`src/rtl/ipfs_pkg.sv`:
```
package ipfs_pkg;

  // Input opcodes.
  localparam logic [2:0] OPC_START = 3'd0;
  localparam logic [2:0] OPC_READ  = 3'd1;
  localparam logic [2:0] OPC_WRITE = 3'd2;
  localparam logic [2:0] OPC_RESP  = 3'd3;
  localparam logic [2:0] OPC_RAW   = 3'd4;

  // Result kinds.
  localparam logic [2:0] KIND_FRAME      = 3'd0;
  localparam logic [2:0] KIND_READ_DATA  = 3'd1;
  localparam logic [2:0] KIND_VERIFIED   = 3'd2;
  localparam logic [2:0] KIND_UNVERIFIED = 3'd3;
  localparam logic [2:0] KIND_RAW_REPLY  = 3'd4;
  localparam logic [2:0] KIND_REJECTED   = 3'd5;

  // Configuration register indexes.
  localparam logic [1:0] CFG_CLOCK_PERIOD  = 2'd0;
  localparam logic [1:0] CFG_POLL_BYTE_A   = 2'd1;
  localparam logic [1:0] CFG_POLL_BYTE_B   = 2'd2;
  localparam logic [1:0] CFG_WRITE_TIMEOUT = 2'd3;

  localparam int unsigned CfgIdxWidth  = 2;
  localparam int unsigned CfgDataWidth = 16;
  localparam int unsigned QueueDepth   = 2;
  localparam int unsigned QueuePtrW    = $clog2(QueueDepth);
  localparam int unsigned QueueCntW    = $clog2(QueueDepth + 1);

  localparam logic [16:0] ElapsedMax = 17'h1ffff;
  localparam logic [7:0]  OddFlag    = 8'h08;
  localparam logic [7:0]  DirFlip    = 8'h60;

  typedef struct packed {
    logic [2:0]  opcode;
    logic [1:0]  mem_kind;
    logic [15:0] start_address;
    logic [7:0]  write_value;
    logic [31:0] raw_command;
    logic [31:0] target_reply;
  } in_item_t;

  typedef struct packed {
    logic [2:0]  kind;
    logic [31:0] frame_out;
    logic [7:0]  read_value;
  } out_item_t;

  // Classified command handed from the front to the back.
  typedef enum logic [2:0] {
    CMD_START,
    CMD_READ,
    CMD_WRITE,
    CMD_RESP,
    CMD_RAW,
    CMD_BAD
  } cmd_op_e;

  // For start: {8'b0, command byte, address}; write: value in [7:0];
  // raw: the command word; response: the reply word.
  typedef struct packed {
    cmd_op_e     op;
    logic [31:0] data;
  } cmd_t;

  typedef struct packed {
    logic valid;
    cmd_t cmd;
  } cmd_chan_t;

  function automatic logic [7:0] mem_command(input logic [1:0] mk);
    logic [7:0] c;
    case (mk)
      2'd0:    c = 8'h20;
      2'd1:    c = 8'ha0;
      2'd2:    c = 8'h40;
      default: c = 8'hc0;
    endcase
    return c;
  endfunction

endpackage

```
`src/rtl/ipfs_front.sv`:
```
module ipfs_front (
  input  logic               clk_i,
  input  logic               rst_ni,
  input  logic               in_valid_i,
  output logic               in_ready_o,
  input  ipfs_pkg::in_item_t in_data_i,
  output ipfs_pkg::cmd_chan_t q_o,
  input  logic               q_ready_i
);
  import ipfs_pkg::*;

  cmd_t                 mem_q [QueueDepth];
  logic [QueuePtrW-1:0] wr_ptr_q, wr_ptr_d;
  logic [QueuePtrW-1:0] rd_ptr_q, rd_ptr_d;
  logic [QueueCntW-1:0] count_q, count_d;
  cmd_t                 cmd;
  logic                 push, pop;

  always_comb begin
    cmd.data = 32'd0;
    unique case (in_data_i.opcode)
      OPC_START: begin
        cmd.op   = CMD_START;
        cmd.data = {8'd0, mem_command(in_data_i.mem_kind), in_data_i.start_address};
      end
      OPC_READ: cmd.op = CMD_READ;
      OPC_WRITE: begin
        cmd.op   = CMD_WRITE;
        cmd.data = {24'd0, in_data_i.write_value};
      end
      OPC_RESP: begin
        cmd.op   = CMD_RESP;
        cmd.data = in_data_i.target_reply;
      end
      OPC_RAW: begin
        cmd.op   = CMD_RAW;
        cmd.data = in_data_i.raw_command;
      end
      default: cmd.op = CMD_BAD;
    endcase
  end

  assign in_ready_o = (count_q != QueueCntW'(QueueDepth));
  assign push       = in_valid_i && in_ready_o;
  assign q_o.valid  = (count_q != '0);
  assign q_o.cmd    = mem_q[rd_ptr_q];
  assign pop        = q_o.valid && q_ready_i;

  always_comb begin
    wr_ptr_d = wr_ptr_q;
    rd_ptr_d = rd_ptr_q;
    count_d  = count_q;
    if (push) begin
      wr_ptr_d = (wr_ptr_q == QueuePtrW'(QueueDepth - 1)) ? '0 : wr_ptr_q + 1'b1;
    end
    if (pop) begin
      rd_ptr_d = (rd_ptr_q == QueuePtrW'(QueueDepth - 1)) ? '0 : rd_ptr_q + 1'b1;
    end
    if (push && !pop) begin
      count_d = count_q + 1'b1;
    end else if (pop && !push) begin
      count_d = count_q - 1'b1;
    end
  end

  always_ff @(posedge clk_i or negedge rst_ni) begin
    if (!rst_ni) begin
      wr_ptr_q <= '0;
      rd_ptr_q <= '0;
      count_q  <= '0;
    end else begin
      wr_ptr_q <= wr_ptr_d;
      rd_ptr_q <= rd_ptr_d;
      count_q  <= count_d;
    end
  end

  always_ff @(posedge clk_i) begin
    if (push) begin
      mem_q[wr_ptr_q] <= cmd;
    end
  end

endmodule

```
`src/rtl/ipfs_back.sv`:
```
module ipfs_back (
  input  logic                                 clk_i,
  input  logic                                 rst_ni,
  input  ipfs_pkg::cmd_chan_t                  q_i,
  output logic                                 q_ready_o,
  output logic                                 out_valid_o,
  input  logic                                 out_ready_i,
  output ipfs_pkg::out_item_t                  out_data_o,
  input  logic                                 cfg_we_i,
  input  logic [ipfs_pkg::CfgIdxWidth-1:0]     cfg_idx_i,
  input  logic [ipfs_pkg::CfgDataWidth-1:0]    cfg_data_i
);
  import ipfs_pkg::*;

  typedef enum logic [2:0] {
    PH_IDLE,
    PH_READ,
    PH_WRITE,
    PH_POLL,
    PH_RAW
  } phase_e;

  phase_e      phase_q, phase_d;
  logic [15:0] next_addr_q, next_addr_d;
  logic [7:0]  cmd_byte_q, cmd_byte_d;
  logic [23:0] head_q, head_d;
  logic [7:0]  last_wr_q, last_wr_d;
  logic [16:0] elapsed_q, elapsed_d;
  logic        out_valid_q, out_valid_d;
  out_item_t   out_q, out_d;

  logic [7:0]  clock_period_q;
  logic [7:0]  poll_a_q;
  logic [7:0]  poll_b_q;
  logic [15:0] timeout_q;

  logic        take;
  logic        emit;
  out_item_t   res;
  logic [15:0] addr;
  logic [7:0]  c0;
  logic [23:0] head;
  logic [7:0]  reply;
  logic [17:0] elapsed_sum;
  logic [16:0] elapsed_sat;

  assign take      = q_i.valid && (!out_valid_q || out_ready_i);
  assign q_ready_o = take;

  // Frame head built from the running address and the command byte.
  always_comb begin
    addr = cmd_byte_q[7] ? {next_addr_q[14:0], 1'b0} : next_addr_q;
    c0   = addr[0] ? (cmd_byte_q | OddFlag) : cmd_byte_q;
    head = {c0, 1'b0, addr[15:9], addr[8:1]};
  end

  assign reply       = q_i.cmd.data[7:0];
  assign elapsed_sum = {1'b0, elapsed_q} + {5'd0, clock_period_q, 5'd0};
  assign elapsed_sat = elapsed_sum[17] ? ElapsedMax : elapsed_sum[16:0];

  always_comb begin
    phase_d     = phase_q;
    next_addr_d = next_addr_q;
    cmd_byte_d  = cmd_byte_q;
    head_d      = head_q;
    last_wr_d   = last_wr_q;
    elapsed_d   = elapsed_q;
    emit        = 1'b0;
    res         = '{kind: KIND_REJECTED, frame_out: 32'd0, read_value: 8'd0};

    unique case (q_i.cmd.op)
      CMD_START: begin
        cmd_byte_d  = q_i.cmd.data[23:16];
        next_addr_d = q_i.cmd.data[15:0];
        phase_d     = PH_IDLE;
      end
      CMD_READ, CMD_WRITE, CMD_RAW: begin
        emit = 1'b1;
        if (phase_q == PH_IDLE) begin
          res.kind = KIND_FRAME;
          if (q_i.cmd.op == CMD_RAW) begin
            res.frame_out = q_i.cmd.data;
            phase_d       = PH_RAW;
          end else begin
            next_addr_d = next_addr_q + 16'd1;
            if (q_i.cmd.op == CMD_WRITE) begin
              last_wr_d     = q_i.cmd.data[7:0];
              res.frame_out = {head, q_i.cmd.data[7:0]};
              head_d        = head ^ {DirFlip, 16'd0};
              phase_d       = PH_WRITE;
            end else begin
              res.frame_out = {head, last_wr_q};
              head_d        = head;
              phase_d       = PH_READ;
            end
          end
        end
      end
      CMD_RESP: begin
        emit    = 1'b1;
        phase_d = PH_IDLE;
        case (phase_q)
          PH_READ: begin
            res.kind       = KIND_READ_DATA;
            res.read_value = reply;
          end
          PH_RAW: begin
            res.kind      = KIND_RAW_REPLY;
            res.frame_out = q_i.cmd.data;
          end
          PH_WRITE: begin
            elapsed_d = '0;
            if (timeout_q == 16'd0) begin
              res.kind = KIND_UNVERIFIED;
            end else begin
              res.kind      = KIND_FRAME;
              res.frame_out = {head_q, last_wr_q};
              phase_d       = PH_POLL;
            end
          end
          PH_POLL: begin
            if (reply == last_wr_q && reply != poll_a_q && reply != poll_b_q) begin
              res.kind = KIND_VERIFIED;
            end else begin
              elapsed_d = elapsed_sat;
              if (elapsed_sat < {1'b0, timeout_q}) begin
                res.kind      = KIND_FRAME;
                res.frame_out = {head_q, last_wr_q};
                phase_d       = PH_POLL;
              end else begin
                res.kind = KIND_UNVERIFIED;
              end
            end
          end
          default: res.kind = KIND_REJECTED;
        endcase
      end
      default: emit = 1'b1;
    endcase

    out_valid_d = out_valid_q && !out_ready_i;
    out_d       = out_q;
    if (take && emit) begin
      out_valid_d = 1'b1;
      out_d       = res;
    end
  end

  always_ff @(posedge clk_i or negedge rst_ni) begin
    if (!rst_ni) begin
      phase_q     <= PH_IDLE;
      next_addr_q <= '0;
      cmd_byte_q  <= '0;
      head_q      <= '0;
      last_wr_q   <= '0;
      elapsed_q   <= '0;
      out_valid_q <= 1'b0;
    end else begin
      out_valid_q <= out_valid_d;
      if (take) begin
        phase_q     <= phase_d;
        next_addr_q <= next_addr_d;
        cmd_byte_q  <= cmd_byte_d;
        head_q      <= head_d;
        last_wr_q   <= last_wr_d;
        elapsed_q   <= elapsed_d;
      end
    end
  end

  always_ff @(posedge clk_i) begin
    out_q <= out_d;
  end

  always_ff @(posedge clk_i or negedge rst_ni) begin
    if (!rst_ni) begin
      clock_period_q <= 8'd10;
      poll_a_q       <= 8'hff;
      poll_b_q       <= 8'hff;
      timeout_q      <= 16'd0;
    end else if (cfg_we_i) begin
      unique case (cfg_idx_i)
        CFG_CLOCK_PERIOD:  clock_period_q <= cfg_data_i[7:0];
        CFG_POLL_BYTE_A:   poll_a_q       <= cfg_data_i[7:0];
        CFG_POLL_BYTE_B:   poll_b_q       <= cfg_data_i[7:0];
        CFG_WRITE_TIMEOUT: timeout_q      <= cfg_data_i;
        default:           timeout_q      <= timeout_q;
      endcase
    end
  end

  assign out_valid_o = out_valid_q;
  assign out_data_o  = out_q;

endmodule

```
`src/rtl/isp_program_frame_sequencer_unit.sv`:
```
// Serial-programming frame sequencer.
// Input channel (in_valid_i/in_ready_o/in_data_i): start, read byte, write byte,
// target response and raw frame items. Output channel (out_valid_o/out_ready_i/
// out_data_o): at most one result per item: a frame to send, read data, a write
// verdict, a raw reply or a rejection. A start item produces no result.
// Configuration is written through cfg_we_i/cfg_idx_i/cfg_data_i; the user must
// do so only while idle, as the block itself does not enforce it. An accepted
// item is held in the command queue, then executed into the output register.
// Throughput: one item per cycle unless the receiver stalls. A front stage
// decodes items into a two-entry command queue; the back stage executes one
// queued command per cycle into the output register, setting the rate.
// Reset clears the queue, the sequencing state, the output valid flag and the
// configuration to its defaults.
// When the receiver stalls, the output register holds its result, the back stage
// stops draining the queue, and in_ready_o drops once both queue entries fill.
module isp_program_frame_sequencer_unit (
  input  logic                               clk_i,
  input  logic                               rst_ni,
  input  logic                               in_valid_i,
  output logic                               in_ready_o,
  input  ipfs_pkg::in_item_t                 in_data_i,
  output logic                               out_valid_o,
  input  logic                               out_ready_i,
  output ipfs_pkg::out_item_t                out_data_o,
  input  logic                               cfg_we_i,
  input  logic [ipfs_pkg::CfgIdxWidth-1:0]   cfg_idx_i,
  input  logic [ipfs_pkg::CfgDataWidth-1:0]  cfg_data_i
);
  import ipfs_pkg::*;

  cmd_chan_t q_chan;
  logic      q_ready;

  ipfs_front u_front (
    .clk_i      (clk_i),
    .rst_ni     (rst_ni),
    .in_valid_i (in_valid_i),
    .in_ready_o (in_ready_o),
    .in_data_i  (in_data_i),
    .q_o        (q_chan),
    .q_ready_i  (q_ready)
  );

  ipfs_back u_back (
    .clk_i       (clk_i),
    .rst_ni      (rst_ni),
    .q_i         (q_chan),
    .q_ready_o   (q_ready),
    .out_valid_o (out_valid_o),
    .out_ready_i (out_ready_i),
    .out_data_o  (out_data_o),
    .cfg_we_i    (cfg_we_i),
    .cfg_idx_i   (cfg_idx_i),
    .cfg_data_i  (cfg_data_i)
  );

endmodule

```
`config.mk`:
```
export PLATFORM = sky130hd
export DESIGN_NAME = isp_program_frame_sequencer_unit
export DESIGN_NICKNAME = d
export VERILOG_FILES = /design/src/rtl/ipfs_pkg.sv /design/src/rtl/ipfs_front.sv /design/src/rtl/ipfs_back.sv /design/src/rtl/isp_program_frame_sequencer_unit.sv
export SDC_FILE = /design/constraint.sdc
export NUM_CORES = 1
export LEC_CHECK = 0
export ABC_CLOCK_PERIOD_IN_PS = 5400
export BUFFER_PORTS_ARGS = -buffer_cell sky130_fd_sc_hd__buf_2
export CAP_MARGIN = 20
export CORE_MARGIN = 4
export CORE_UTILIZATION = 50
export DETAILED_ROUTE_END_ITERATION = 7
export GPL_TIMING_DRIVEN = 0
export MAX_ROUTING_LAYER = met4
export PLACE_DENSITY_LB_ADDON = 0.15
export SLEW_MARGIN = 20
export SYNTH_ARGS = -nofsm -noshare
export SYNTH_HDL_FRONTEND = slang
export SYNTH_HIERARCHICAL = 1
export SYNTH_SLANG_ARGS = --single-unit
```
`constraint.sdc`:
```
create_clock -name clk_i -period 5.4 [get_ports clk_i]
set_input_delay 0 -clock clk_i [delete_from_list [all_inputs] [get_ports clk_i]]
set_output_delay 0 -clock clk_i [all_outputs]
set_load 0.02 [all_outputs]
```
Yosys cells after proc, flatten, opt, wreduce, memory -nomap -nowiden
Memories as Yosys holds them, arrays and structs flattened. Index checks and enable logic that the tools add are counted.

Bits in latches: 0. Word-level logic and storage cells: 128. Input bits: 116. ROM bits: 0. Memories: 1. Register bits: 164. Bits in writable memories: 70.

Divide/modulo/power cells: 0. Eq/ne operators: 24. Bitwise logic cells: 2. Multiplexer cells: 40. Multipliers: 0. Magnitude comparators: 1. Shift operators: 0. Reductions and logical operators: 37. $add $sub $neg: 6.

Memory list: u_front.mem_q (depth 2, bits a word 35, read ports 1, clocked after Yosys merged registers in 0, wr ports 1, RTL line ipfs_front.sv:12) `cmd_t mem_q [QueueDepth];`.

Operators by type and width (count): 32-bit two-way mux (4); 32-bit one-hot mux with 4 select lines (1); 32-bit one-hot mux with 3 select lines (1); 35-bit one-hot mux with 2 select lines (1); 16-bit two-way mux (3); 35-bit two-way mux (1); 17-bit two-way mux (2); 17-bit one-hot mux with 2 select lines (1); 16-bit one-hot mux with 2 select lines (1); 8-bit one-hot mux with 3 select lines (1); 23-bit two-way mux (1); 17-bit by 13-bit adder with 18-bit output (1); 3-bit by 2-bit == test with 1-bit output, second input constant (6); 17-bit by 16-bit < comparator with 1-bit output (1); 16-bit by 1-bit adder with 16-bit output, second input constant (1); 16-bit zero test (1); 8-bit inequality test (2); 3-bit one-hot mux with 5 select lines (1); 2-bit two-way mux (7); 3-bit two-way mux (4); 3-bit one-hot mux with 4 select lines (1); 2-bit AND reduction (6); 4-bit AND reduction (3); 3-bit by 1-bit == test with 1-bit output, second input constant (3); other kinds (26) (56).

Longest topological paths before layout
Depth after elaboration: 7. Depth in mapped cells: 16. Mapped depth without buffers: 14.

Modules after synthesis
The synthesis kept the hierarchy.

By module, submodules not included: ipfs_back (sequential area each 4216.5 um2, area an instance 8615.8 um2, instances 1, cells an instance 786); ipfs_front (sequential area each 2202.1 um2, area an instance 3343.2 um2, instances 1, cells an instance 207).

Worst setup path after synthesis
Ideal clock, no wire load.

Kind: reg-to-reg. Start: register u_back.elapsed_q[5]. End: register u_back.out_q, in the netlist u_back/out_data_o[16] (data pin). Setup slack: 1.481 ns. Stages on the path, launching flop included: 17. Period minus slack after synthesis: 3.919 ns. Buffers on the path: 3. Data arrival time: 3.651 ns. Required time: 5.132 ns. Setup time: 0.268 ns. Cell sequence: dfrtp_1 -> ha_1 -> fa_1 -> a211oi_1 -> o211ai_1 -> nand2_1 -> clkbuf_1 -> clkbuf_1 -> nand2_1 -> ha_1 -> nand4_1 -> nor2_1 -> and3_1 -> a2bb2oi_1 -> a31oi_1 -> clkbuf_1 -> o31ai_1.

RTL lines: from (decl) (RTL line ipfs_back.sv:28) `logic [16:0] elapsed_q, elapsed_d;`; from (signal assigned) (RTL line ipfs_back.sv:166) `elapsed_q <= elapsed_d;`; to (signal assigned) (RTL line ipfs_back.sv:172) `out_q <= out_d;`; to (decl) (RTL line ipfs_back.sv:30) `out_item_t out_q, out_d;`.

==> results.md <==
- Cell taking the most area after synthesis: edfxtp_1
- Number of setup buffers added after CTS: 0
- Syn Area/Cell: 12.0 um2
- Top-area cell type share of the netlist area: 0.284
- Slowest Stage Delay on Critical Path: 0.65 ns
- Worst hold slack: 0.00611 ns
- DRC violations left: 0
- Clock Path Buffers: 3
- Layout cell share with drive strength beyond 1: 0.304
- Post-Route Setup TNS: 0 ns
- Remaining antenna violation count: 0
- Design area: 15100 um2
- Ranking of synthesized cells by area: edfxtp_1 28%, dfrtp_1 21%, mux2_2 11%
- Vias per cell: 5.54
- GP Congestion: 0.921
- Clock latency at the later pin of the worst-skew pair: 0.55 ns
- Rows: 56
- First-pass GRT wire length: 47500 um
- Clk slew on worst S/H paths: 0.06 ns
- CP Buf/Inv Count: 1
- FILL cells: 1838
- Crit. End Element: register
- CTS H-tree lvls: 1
- # IOs: 161
- Clk Tree Root Cell: clkbuf_16
- CTS tree: built
- Slew @ Worst Pin: 1.08 ns
- Final Cycle Share: 0.887
- First-pass detailed-route iteration total: 5
- Max-slew headroom: 0.277
- Fin crit period: 4.79 ns
- Post-synthesis sequential area ratio: 0.537
- DP Area: 13300 um2
- CTS sink count: 233
- RSZ-0062 raised after global routing: no
- Port Buffers: 159
- Pwr dens: 544 nW/um2
- EDFF count, synth: 113
- Final Hold Fails: 0
- Crit-path max FO: 10
- Die Wd: 163 um
- HPWL Detailed: 21000 um
- Placed insts: 1475
- Startpoint types: register
- Async S/R FF share, synth: 0.515
- Final setup violation count: 0
- Initial antenna violation count: 0
- Non-filler cells, final: 1610
- Mapped Area: 12000 um2
- Nets: 1413
- Final core utilization: 0.644
- Synthesized flop and latch total: 233
- Worst EP arrival: 5.05 ns
- Syn nets: 1135
- FF+latch area: 6420 um2
- Max Slew Vio Count: 0
- Pin count of the biggest net entering global routing: 79
- Die Y: 163 um
- Die area: 26500 um2
- Layout area overhead: 26.3%
- Ant diodes: 0
- Cell Chain, Critical Path: ha_1 > fa_1 > a211oi_1 > o211ai_1 > and2_1 > and3_1 > mux2_2 > ha_1 > nand4_1 > nor2_1 > and3_1 > a2bb2oi_1 > a31oi_1 > clkbuf_1 > o31ai_1
- Max VDD drop: 212 uV
- Unique masters post-synth: 63
- Overflow after GRT: 0
- Initial Util: 0.509
- Min-Delay Path Class: input port to async pin
- Cell count after synthesis: 993
- Total CTS buffers: 26
- YS warnings: 6
- Status: finished clean
- Core ar.: 23500 um2
- Number of DRC markers in iteration 0: 684
- Vias in the first global route: 8969
- CP max-delay cell: a31oi_1
- Multi-input logic area: 5100 um2
- Max Clk Rate: 209 MHz
- Clk_skew: 0.0272 ns
- Gr usage total: 0.231
- P_leak: 6.49 nW
- Total wire length: 29800 um
- Worst Path Required: 5.66 ns
- CP Class: register to register
- MaxCap Viol Count: 0
- Routed WL per cell: 18.5 um
- Delay-heaviest family, CP: compound AO/OA/AOI/OAI gates
- Vias: 8927
- Main synth FF type: edfxtp_1
## synthesized netlist by cell type (6+ instances only)
cell type / n
nor4_1: 9
o22ai_1: 11
buf_2: 16
and3_1: 7
nand2b_1: 11
nor2_1: 31
a22o_1: 13
a22oi_1: 26
xor2_1: 21
o2bb2ai_1: 11
a221o_1: 7
dfstp_2: 18
mux2i_1: 22
nand3_1: 19
clkbuf_1: 37
nor3_1: 11
a31oi_1: 8
nand2_1: 50
a21o_1: 6
nand4_1: 12
inv_1: 47
and2_1: 23
ha_1: 25
mux2_4: 16
edfxtp_1: 113
mux2_2: 116
a21oi_1: 64
o21ai_0: 26
dfrtp_1: 102
xnor2_1: 18
o31ai_1: 24
o21a_1: 10
## tightest hold or removal path: cells and delay by family
family	cells	cell delay (ns)
buffers and inverters	3	0.92
## per-layer routing
metal  track usage  share of wire
met4        0.0435          0.015
met1         0.314           0.45
met2         0.373           0.47
met5             -              0
met3        0.0380          0.065
## kinds of logic after synthesis
kind of cell               Yosys count  share of synthesized area
AOI/OAI and AO/OA                  230                      0.130
xor gates and xnor gates            39                     0.0286
adders and majority gates           27                     0.0288
buffers and inverters              108                     0.0387
DFF                                233                      0.537
muxes                              154                      0.148
and+or+nand+nor                    202                     0.0897
## cell usage in the layout (no fill, tap or decap), types with 5 or more instances in the layout
cell type	netlist	layout
buf_2	16	174
mux2_2	116	116
edfxtp_1	113	113
dfrtp_1	102	102
dlygate4sd3_1	0	87
a21oi_1	64	64
nand2_1	50	50
inv_1	47	47
clkbuf_1	37	44
nor2_1	31	29
clkbuf_16	0	26
o21ai_0	26	26
a22oi_1	26	26
ha_1	25	25
o31ai_1	24	24
and2_1	23	23
mux2i_1	22	22
xor2_1	21	21
nand3_1	19	19
xnor2_1	18	18
dfstp_2	18	18
mux2_4	16	16
a22o_1	13	13
nand4_1	12	12
nand2b_1	11	11
nor3_1	11	11
o22ai_1	11	11
o2bb2ai_1	11	11
o21a_1	10	10
nor4_1	9	9
a31oi_1	8	8
a221o_1	7	7
and3_1	7	6
a21o_1	6	6
bufinv_16	0	5
o211ai_1	5	5
nor2b_1	5	5
buf_6	5	5
## registers in the layout (all words and copies together), names as in the netlist
name / count
u_back/out_data_o: 43
u_front/wr_ptr_q: 1
u_front/mem_q: 70
u_back/clock_period_q: 8
u_back/head_q: 23
u_back/last_wr_q: 8
u_back/timeout_q: 16
u_back/cmd_byte_q: 8
u_back/out_valid_o: 1
u_back/poll_b_q: 8
u_front/count_q: 2
u_back/phase_q: 3
u_back/elapsed_q: 17
u_back/next_addr_q: 16
u_back/poll_a_q: 8
u_front/rd_ptr_q: 1
## final timing paths
check | endpoint | startpoint | slack, ns | depth (start not counted)
hold reg to reg | u_back/elapsed_q[4]$_DFFE_PN0P_ | u_back/elapsed_q[4]$_DFFE_PN0P_ | 0.48 | 1
max in group asynchronous | u_back/poll_b_q[1]$_DFFE_PN1P_ | rst_ni | 4.95 | 3
setup reg to reg | u_back/out_data_o[22]$_DFFE_PP_ | u_back/elapsed_q[5]$_DFFE_PN0P_ | 0.61 | 15
setup / recovery | u_back/out_data_o[22]$_DFFE_PP_ | u_back/elapsed_q[5]$_DFFE_PN0P_ | 0.61 | 15
hold / removal | u_back/head_q[17]$_DFFE_PN0P_ | rst_ni | 0.006 | 3
min in group clk_i | u_front/mem_q[1][33]$_DFFE_PP_ | in_data_i[91] | 0.14 | 3
## report_power, final
part	total [W]	internal (W)	switching, W	leakage (nW)
clock	0.00188	0.00118	0.000701	0.444
combinational	0.00339	0.00139	0.00200	3.51
sequential	0.00294	0.00259	0.000349	2.53
total	0.00821	0.00517	0.00305	6.49
## layout make-up
type | count | area share
Tap cell | 319 | 0.0264
Timing Repair Buffer | 251 | 0.120
Clock inverter | 9 | 0.0118
Inverter | 48 | 0.0119
Buffer | 59 | 0.0186
Multi-Input combinational cell | 652 | 0.338
Sequential cell | 233 | 0.425
Clock buffer | 39 | 0.0489
## what timing repair did
action                                  4_1_cts  5_1_grt
hold endpoints to repair                    212        8
hold buffers                                 86        2
gates resized for setup                       0        2
endpoints found under the setup margin        0       12
## through the flow
step	setup WS [ns]	total power [W]
after floorplan	1.48	0.00524
after CTS	0.273	0.00824
after global placement	0.343	0.00616
final	0.610	0.00821
after detailed placement	0.289	0.00627
after global routing	0.173	0.00871
No activity file was read; power rests on OpenSTA's default activity.
